--- src/rtl/core/alu8_pkg.sv ---
// ----------------------------------------------------------------------------
// alu8_pkg: shared types and codes for the 8-bit CPU ALU
// Command codes, flag layout, DAA constants and the request and response
// bundles passed between the top level and the datapath.
// ----------------------------------------------------------------------------
package alu8_pkg;

  // Command codes
  localparam logic [4:0] OP_ADD   = 5'd0;
  localparam logic [4:0] OP_ADC   = 5'd1;
  localparam logic [4:0] OP_SUB   = 5'd2;
  localparam logic [4:0] OP_SBC   = 5'd3;
  localparam logic [4:0] OP_AND   = 5'd4;
  localparam logic [4:0] OP_XOR   = 5'd5;
  localparam logic [4:0] OP_OR    = 5'd6;
  localparam logic [4:0] OP_CP    = 5'd7;
  localparam logic [4:0] OP_INC8  = 5'd8;
  localparam logic [4:0] OP_DEC8  = 5'd9;
  localparam logic [4:0] OP_INC16 = 5'd10;
  localparam logic [4:0] OP_DEC16 = 5'd11;
  localparam logic [4:0] OP_ADDHL = 5'd12;
  localparam logic [4:0] OP_ADDSP = 5'd13;
  localparam logic [4:0] OP_DAA   = 5'd14;
  localparam logic [4:0] OP_CPL   = 5'd15;
  localparam logic [4:0] OP_SCF   = 5'd16;
  localparam logic [4:0] OP_CCF   = 5'd17;

  // Flag bit positions in the 4-bit flag word
  localparam int FLAG_Z = 3;
  localparam int FLAG_N = 2;
  localparam int FLAG_H = 1;
  localparam int FLAG_C = 0;

  // Decimal adjust constants
  localparam logic [3:0] DAA_LOW_MAX  = 4'h9;
  localparam logic [7:0] DAA_HIGH_MAX = 8'h99;
  localparam logic [7:0] DAA_ADJ_LOW  = 8'h06;
  localparam logic [7:0] DAA_ADJ_HIGH = 8'h60;

  typedef struct packed {
    logic z;
    logic n;
    logic h;
    logic c;
  } flags_t;

  typedef struct packed {
    logic [4:0]  command;
    logic [7:0]  acc;
    flags_t      flags;
    logic [15:0] hl;
    logic [15:0] sp;
    logic [7:0]  opb;
    logic [15:0] opw;
  } req_t;

  typedef struct packed {
    logic [7:0]  acc;
    flags_t      flags;
    logic [15:0] hl;
    logic [15:0] sp;
    logic [7:0]  byte_result;
    logic [15:0] word_result;
  } rsp_t;

endpackage

--- src/rtl/core/eight_bit_cpu_alu_with_flags_top.sv ---
// ----------------------------------------------------------------------------
// eight_bit_cpu_alu_with_flags_top: 8-bit CPU ALU with flags and DAA
// Registered single-pass ALU: input register, datapath, result register.
//
// Usage:
//   Command channel: drive command and operands with start high; the item is
//   taken at the rising edge where start is high and busy is low. busy never
//   rises, so one item can be taken in every cycle.
//   Result channel: done pulses for one cycle with acc_out, flags_out,
//   hl_out, sp_out, byte_result and word_result valid in that cycle.
//   An accepted item passes the input register, then the result register;
//   throughput is 1 item per cycle, as the datapath between the two
//   registers is combinational.
//   The receiver cannot stall: each result is shown for exactly one cycle
//   and must be captured then.
//   Reset (rst, synchronous, active high) drops any item in flight; done is
//   low on the cycle after reset.
// ----------------------------------------------------------------------------
module eight_bit_cpu_alu_with_flags_top
  import alu8_pkg::*;
(
  input  logic        clk,
  input  logic        rst,
  input  logic        start,
  output logic        busy,
  input  logic [4:0]  command,
  input  logic [7:0]  acc_in,
  input  logic [3:0]  flags_in,
  input  logic [15:0] hl_in,
  input  logic [15:0] sp_in,
  input  logic [7:0]  operand_byte,
  input  logic [15:0] operand_word,
  output logic        done,
  output logic [7:0]  acc_out,
  output logic [3:0]  flags_out,
  output logic [15:0] hl_out,
  output logic [15:0] sp_out,
  output logic [7:0]  byte_result,
  output logic [15:0] word_result
);

  logic s1_valid;
  req_t s1_req;
  rsp_t s1_rsp;
  rsp_t out_q;

  // Always ready for a new item
  assign busy = 1'b0;

  // Capture the item into the input register
  always_ff @(posedge clk) begin
    if (rst) begin
      s1_valid <= 1'b0;
    end else begin
      s1_valid <= start & ~busy;
    end
    if (start & ~busy) begin
      s1_req <= '{command: command, acc: acc_in, flags: flags_t'(flags_in), hl: hl_in,
                  sp: sp_in, opb: operand_byte, opw: operand_word};
    end
  end

  alu8_datapath u_datapath (
    .req (s1_req),
    .rsp (s1_rsp)
  );

  // Load the result register and raise the strobe
  always_ff @(posedge clk) begin
    if (rst) begin
      done <= 1'b0;
    end else begin
      done <= s1_valid;
    end
    if (s1_valid) begin
      out_q <= s1_rsp;
    end
  end

  assign acc_out     = out_q.acc;
  assign flags_out   = out_q.flags;
  assign hl_out      = out_q.hl;
  assign sp_out      = out_q.sp;
  assign byte_result = out_q.byte_result;
  assign word_result = out_q.word_result;

  // Every item in the input register yields a result next cycle
  a_stage_to_done: assert property (@(posedge clk) disable iff (rst)
    s1_valid |=> done)
    else $error("item in input register produced no result");

  // A result only follows an accepted item
  a_done_has_source: assert property (@(posedge clk) disable iff (rst)
    done |-> $past(start, 2))
    else $error("result strobe without an accepted item");

  // HL changes only on add hl
  a_hl_kept: assert property (@(posedge clk) disable iff (rst)
    (s1_valid && s1_req.command != OP_ADDHL) |=> (hl_out == $past(s1_req.hl)))
    else $error("HL changed by a command other than add hl");

  // Word result is zero except for 16-bit increment and decrement
  a_word_zero: assert property (@(posedge clk) disable iff (rst)
    (s1_valid && s1_req.command != OP_INC16 && s1_req.command != OP_DEC16)
      |=> (word_result == 16'h0000))
    else $error("word result nonzero for a non-16-bit command");

endmodule

--- src/rtl/core/alu8_datapath.sv ---
// ----------------------------------------------------------------------------
// alu8_datapath: single-pass arithmetic and flag logic
// Computes the new accumulator, flags, HL, SP and the byte and word results
// for one registered command.
// ----------------------------------------------------------------------------
module alu8_datapath
  import alu8_pkg::*;
(
  input  req_t req,
  output rsp_t rsp
);

  logic       c_add;
  logic       c_sub;
  logic [8:0] add_sum;
  logic [4:0] add_half;
  logic [8:0] sub_diff;
  logic [4:0] sub_half;
  logic [7:0] and_val;
  logic [7:0] xor_val;
  logic [7:0] or_val;
  logic [7:0] inc_val;
  logic [7:0] dec_val;
  logic [16:0] hl_sum;
  logic [12:0] hl_half;
  logic [15:0] sp_sum;
  logic [4:0] sp_half;
  logic [8:0] sp_low;
  logic       daa_lo;
  logic       daa_hi;
  logic [7:0] daa_adj_sub;
  logic [7:0] daa_adj_add;
  logic [7:0] daa_val;
  logic       daa_c;

  // Carry-in for adc and sbc only
  assign c_add = (req.command == OP_ADC) & req.flags.c;
  assign c_sub = (req.command == OP_SBC) & req.flags.c;

  // 8-bit add with half carry
  assign add_sum  = {1'b0, req.acc} + {1'b0, req.opb} + {8'b0, c_add};
  assign add_half = {1'b0, req.acc[3:0]} + {1'b0, req.opb[3:0]} + {4'b0, c_add};

  // 8-bit subtract; the top bit of each difference is the borrow
  assign sub_diff = {1'b0, req.acc} - {1'b0, req.opb} - {8'b0, c_sub};
  assign sub_half = {1'b0, req.acc[3:0]} - {1'b0, req.opb[3:0]} - {4'b0, c_sub};

  // Logic operations
  assign and_val = req.acc & req.opb;
  assign xor_val = req.acc ^ req.opb;
  assign or_val  = req.acc | req.opb;

  // Byte increment and decrement
  assign inc_val = req.opb + 8'd1;
  assign dec_val = req.opb - 8'd1;

  // 16-bit add to HL, half carry out of bit 11
  assign hl_sum  = {1'b0, req.hl} + {1'b0, req.opw};
  assign hl_half = {1'b0, req.hl[11:0]} + {1'b0, req.opw[11:0]};

  // SP plus signed offset, flags from the unsigned low-byte add
  assign sp_sum  = req.sp + {{8{req.opb[7]}}, req.opb};
  assign sp_half = {1'b0, req.sp[3:0]} + {1'b0, req.opb[3:0]};
  assign sp_low  = {1'b0, req.sp[7:0]} + {1'b0, req.opb};

  // Decimal adjust, both tests on the original accumulator
  assign daa_lo      = req.flags.h | (req.acc[3:0] > DAA_LOW_MAX);
  assign daa_hi      = req.flags.c | (req.acc > DAA_HIGH_MAX);
  assign daa_adj_sub = (req.flags.h ? DAA_ADJ_LOW : 8'h00)
                     | (req.flags.c ? DAA_ADJ_HIGH : 8'h00);
  assign daa_adj_add = (daa_lo ? DAA_ADJ_LOW : 8'h00) | (daa_hi ? DAA_ADJ_HIGH : 8'h00);
  assign daa_val     = req.flags.n ? (req.acc - daa_adj_sub) : (req.acc + daa_adj_add);
  assign daa_c       = req.flags.n ? req.flags.c : daa_hi;

  // Select results by command; unknown codes pass state through
  always_comb begin
    rsp.acc         = req.acc;
    rsp.flags       = req.flags;
    rsp.hl          = req.hl;
    rsp.sp          = req.sp;
    rsp.byte_result = 8'h00;
    rsp.word_result = 16'h0000;
    case (req.command)
      OP_ADD, OP_ADC: begin
        rsp.acc   = add_sum[7:0];
        rsp.flags = '{z: (add_sum[7:0] == 8'h00), n: 1'b0, h: add_half[4], c: add_sum[8]};
      end
      OP_SUB, OP_SBC: begin
        rsp.acc   = sub_diff[7:0];
        rsp.flags = '{z: (sub_diff[7:0] == 8'h00), n: 1'b1, h: sub_half[4], c: sub_diff[8]};
      end
      OP_CP: begin
        rsp.flags = '{z: (sub_diff[7:0] == 8'h00), n: 1'b1, h: sub_half[4], c: sub_diff[8]};
      end
      OP_AND: begin
        rsp.acc   = and_val;
        rsp.flags = '{z: (and_val == 8'h00), n: 1'b0, h: 1'b1, c: 1'b0};
      end
      OP_XOR: begin
        rsp.acc   = xor_val;
        rsp.flags = '{z: (xor_val == 8'h00), n: 1'b0, h: 1'b0, c: 1'b0};
      end
      OP_OR: begin
        rsp.acc   = or_val;
        rsp.flags = '{z: (or_val == 8'h00), n: 1'b0, h: 1'b0, c: 1'b0};
      end
      OP_INC8: begin
        rsp.byte_result = inc_val;
        rsp.flags = '{z: (inc_val == 8'h00), n: 1'b0, h: (req.opb[3:0] == 4'hF),
                      c: req.flags.c};
      end
      OP_DEC8: begin
        rsp.byte_result = dec_val;
        rsp.flags = '{z: (dec_val == 8'h00), n: 1'b1, h: (req.opb[3:0] == 4'h0),
                      c: req.flags.c};
      end
      OP_INC16: begin
        rsp.word_result = req.opw + 16'd1;
      end
      OP_DEC16: begin
        rsp.word_result = req.opw - 16'd1;
      end
      OP_ADDHL: begin
        rsp.hl    = hl_sum[15:0];
        rsp.flags = '{z: req.flags.z, n: 1'b0, h: hl_half[12], c: hl_sum[16]};
      end
      OP_ADDSP: begin
        rsp.sp    = sp_sum;
        rsp.flags = '{z: 1'b0, n: 1'b0, h: sp_half[4], c: sp_low[8]};
      end
      OP_DAA: begin
        rsp.acc   = daa_val;
        rsp.flags = '{z: (daa_val == 8'h00), n: req.flags.n, h: 1'b0, c: daa_c};
      end
      OP_CPL: begin
        rsp.acc   = ~req.acc;
        rsp.flags = '{z: req.flags.z, n: 1'b1, h: 1'b1, c: req.flags.c};
      end
      OP_SCF: begin
        rsp.flags = '{z: req.flags.z, n: 1'b0, h: 1'b0, c: 1'b1};
      end
      OP_CCF: begin
        rsp.flags = '{z: req.flags.z, n: 1'b0, h: 1'b0, c: ~req.flags.c};
      end
      default: begin
        rsp.acc = req.acc;
      end
    endcase
  end

endmodule

--- config.mk ---
export PLATFORM = sky130hd
export DESIGN_NAME = eight_bit_cpu_alu_with_flags_top
export DESIGN_NICKNAME = d
export VERILOG_FILES = /design/src/rtl/core/alu8_pkg.sv /design/src/rtl/core/eight_bit_cpu_alu_with_flags_top.sv /design/src/rtl/core/alu8_datapath.sv
export SDC_FILE = /design/constraint.sdc
export NUM_CORES = 1
export LEC_CHECK = 0
export BUFFER_PORTS_ARGS = -buffer_cell sky130_fd_sc_hd__buf_2
export CORE_ASPECT_RATIO = 2
export CORE_MARGIN = 1.5
export CORE_UTILIZATION = 25
export DETAILED_ROUTE_END_ITERATION = 16
export GPL_ROUTABILITY_DRIVEN = 0
export PLACE_DENSITY = 0.39
export SYNTH_ARGS = -nofsm -noshare
export SYNTH_HDL_FRONTEND = slang
export SYNTH_SLANG_ARGS = --single-unit
--- constraint.sdc ---
create_clock -name clk -period 3.5 [get_ports clk]
set_input_delay 0.7 -clock clk [delete_from_list [all_inputs] [get_ports clk]]
set_output_delay 0.7 -clock clk [all_outputs]
set_load 0.005 [all_outputs]
==> metrics.txt <==
CTS Buf Count 17; Tmin final 3.44 ns; CP endpoint kind flop; DRT iter0 DRCs 371; area delta synth->final 23.6%; crit path max fanout 16; Worst Setup Start Kind flop; FF+latch count, synth 143; top sig layer met4; Synth top area share 45.0%; share of post-route cells with drive strength above 1 23.3%; CP Data Arrival Time 3.71 ns; Worst Path Required 3.77 ns; Top delay family on crit path simple AND/OR/NAND/NOR gates; Final ANT Viol Nets 0; crit path to flags_out[3]; Skew-Pair Late Insertion Delay 0.44 ns; routed len/inst 21.9 µm; Buffers & Inverters on Critical Path 2; WL met2 19500 µm; Fin Clk Skew 0.0106 ns; period utilization 98.2%; core footprint 37200 µm²; f_max 0.291 GHz; Total Routed Length 34200 µm; grt ovf 0; drc violations 0; P_leak 4.70 nW; Root Buffer clkbuf_16; RSZ-0062 raised after global routing false; Post-CTS Hold Fix Bufs 0; pre-CTS WS -0.0248 ns; sequential element share of the synthesized area 45.4%; worst reg2reg setup slack 0.06 ns; Final Max Tran Viols 0; total power 0.00547 W; WL met3 1030 µm; Cells after Synth 905; Final Setup Violations 0; initial antenna violation count 0; status complete, no violations; TritonCTS clock tree yes; layout net count 1266; total clock sinks 143; vias in the first global route 8416; Via-to-Cell Ratio 5.01; most frequent CP cell fa_1; 1st-pass router iterations 5; met1 wire length 11300 µm; synthesized area per cell 10.4 µm²; top-level I/O count 146; CTS clk-pin slew, worst paths 0.07 ns; setup tns final 0 ns; placed cell count 1534; final non-filler cell total 1566; PD cells 471 nW/µm²; slowest library cell on the worst path or4_1; Primary FF master, synth edfxtp_1; initial core utilization 25.3%; maxcap violations 0; Chip Height 277 µm; mapped cell area 9410 µm²; Die Width 140 µm; final setup margin 0.0646 ns; peak supply drop 0.312 mV; hpwl dp 27700 µm; Site Rows 100; endpoints failing hold 0; FF-to-FF Start s1_req[71]; Worst path depth 13; area leader, netlist edfxtp_1; Clock Tree Buf Depth 2; setup repair bufs after CTS 0; reg2reg end flags_out[3]; top post-synthesis cells by area edfxtp_1 (45%), ha_1 (12%), o21ai_0 (3.9%); Critical Path Source s1_req[71]; total global routing track utilization 17.8%; critical path, cell by cell buf_4, or4_1, nor2_2, fa_1, inv_1, fa_1, nor2b_1, o21ai_0, nand2b_1, xor2_1, nor3_2, nand4_1, a31oi_1; full die area 38900 µm²; Worst-Margin Slew 0.914 ns; Post-synth ARST share 0%; input/output buffers 144; WS Path Type reg -> reg; largest net degree at the start of global routing 42; hold crit path type in -> reg; Synth cell types 82; Syn. warnings 0; global-route wire length before repair 50600 µm; diode count 0; slowest stage delay, CP 0.58 ns; number of synthesized flops with an enable pin 141; routed vias 7845; Worst Reg-to-Reg Cells 13; H-tree lvl count 4; syn_nets 1077; Max-Slew Margin vs Limit 38.6%
how the worst min path moves through the flow:
stage               cells past startpoint          to  slack (ns)   startpoint
finish                                  2    s1_valid        0.42          rst
global route                            1  s1_req[58]        0.39  flags_in[2]
CTS                                     2    s1_valid        0.39          rst
detailed placement                      1  sp_out[15]        0.56   s1_req[39]
global placement                        1  sp_out[15]        0.55   s1_req[39]
floorplan                               2   sp_out[0]        0.52   s1_req[24]
layout by cell type (no fill, tap or decap), types with 3 or more instances in the layout:
cell / n
xor2_1: 31
o211ai_1: 3
edfxtp_1: 141
a21oi_1: 44
nand2_1: 82
a41oi_1: 3
nor2b_1: 16
fa_1: 6
o31ai_1: 3
nand2b_1: 8
nand3_1: 18
mux2i_1: 8
inv_1: 42
a211oi_1: 10
nor3_1: 23
clkbuf_1: 3
and3_1: 7
o221ai_1: 5
nand4_1: 11
buf_4: 53
nor4_1: 13
or2_2: 3
a21o_1: 13
xnor2_1: 30
o21ai_0: 74
or3_1: 6
o22ai_1: 6
ha_1: 89
clkinv_4: 4
clkbuf_16: 17
a31oi_1: 12
bufinv_16: 3
and2_1: 5
o22a_1: 4
buf_2: 143
a22oi_1: 6
nor2_1: 76
o21ai_1: 3
o21a_1: 12
per-stage QoR:
stage | area [µm²] | utilization (%) | hold WS (ns)
finish | 11600 | 31.3 | 0.423
global route | 11600 | 31.3 | 0.394
CTS | 11600 | 31.2 | 0.388
detailed placement | 11000 | 29.6 | 0.558
global placement | 11000 | 29.6 | 0.552
floorplan | 9410 | - | 0.521
cells in the mapped netlist, types with 3 or more instances:
master,instances
edfxtp_1,141
ha_1,89
nand2_1,82
nor2_1,78
o21ai_0,74
a21oi_1,44
inv_1,42
xor2_1,31
xnor2_1,30
nor3_1,25
nand3_1,18
clkbuf_1,16
nor2b_1,16
nor4_1,14
a21o_1,13
a31oi_1,12
o21a_1,12
nand4_1,11
a211oi_1,10
mux2i_1,8
nand2b_1,8
and3_1,7
fa_1,7
a22oi_1,6
o22ai_1,6
or3_1,6
and2_1,5
o221ai_1,5
buf_1,4
o22a_1,4
a2111oi_0,3
a41oi_1,3
buf_2,3
buf_4,3
o211ai_1,3
o21ai_1,3
o31ai_1,3
or2_2,3
flip-flops by register name, summed over array words and instances (netlist names):
signal,cells
s1_valid,1
byte_result,8
hl_out,16
flags_out,4
done,1
s1_req,73
sp_out,16
acc_out,8
word_result,16
cell type report:
cell class / instances / area (µm²)
Clock buffer: 20 / 437
Clock inverter: 12 / 160
Fill cell: 3906 / 25500
Inverter: 44 / 165
Multi-Input combinational cell: 691 / 4870
Sequential cell: 143 / 4280
Tap cell: 459 / 574
Timing Repair Buffer: 197 / 1130
cells by family (layout without fill, tap and decap cells):
family	Yosys count	after routing	synth area share, %
and+or+nand+nor	287	287	14.7
AOI/OAI and AO/OA	236	236	16.6
DFF	143	143	45.4
muxes	10	10	1.09
buffers and inverters	71	273	3.07
other	1	1	0.0399
xor gates and xnor gates	61	61	5.68
adders and majority gates	96	96	13.3
metal layers:
metal  vias up  global-route usage [%]
met1      3762                    15.6
li1       3763                       -
met3        83                    3.14
met4         0                    12.6
met2       237                    35.5
met5         -                       0
report_power, final:
group / internal [W] / switching [W] / leakage [nW]
sequential: 0.00204 / 0.0000906 / 1.34
combinational: 0.000580 / 0.000856 / 3.07
clock: 0.00113 / 0.000775 / 0.289
total: 0.00375 / 0.00172 / 4.70
repair_timing:
item	4_1_cts	5_1_grt
hold endpoints to repair	0	0
pin swaps	0	1
endpoints found under the setup margin	1	7
gates resized for setup	1	6
No activity file was read; power rests on OpenSTA's default activity.
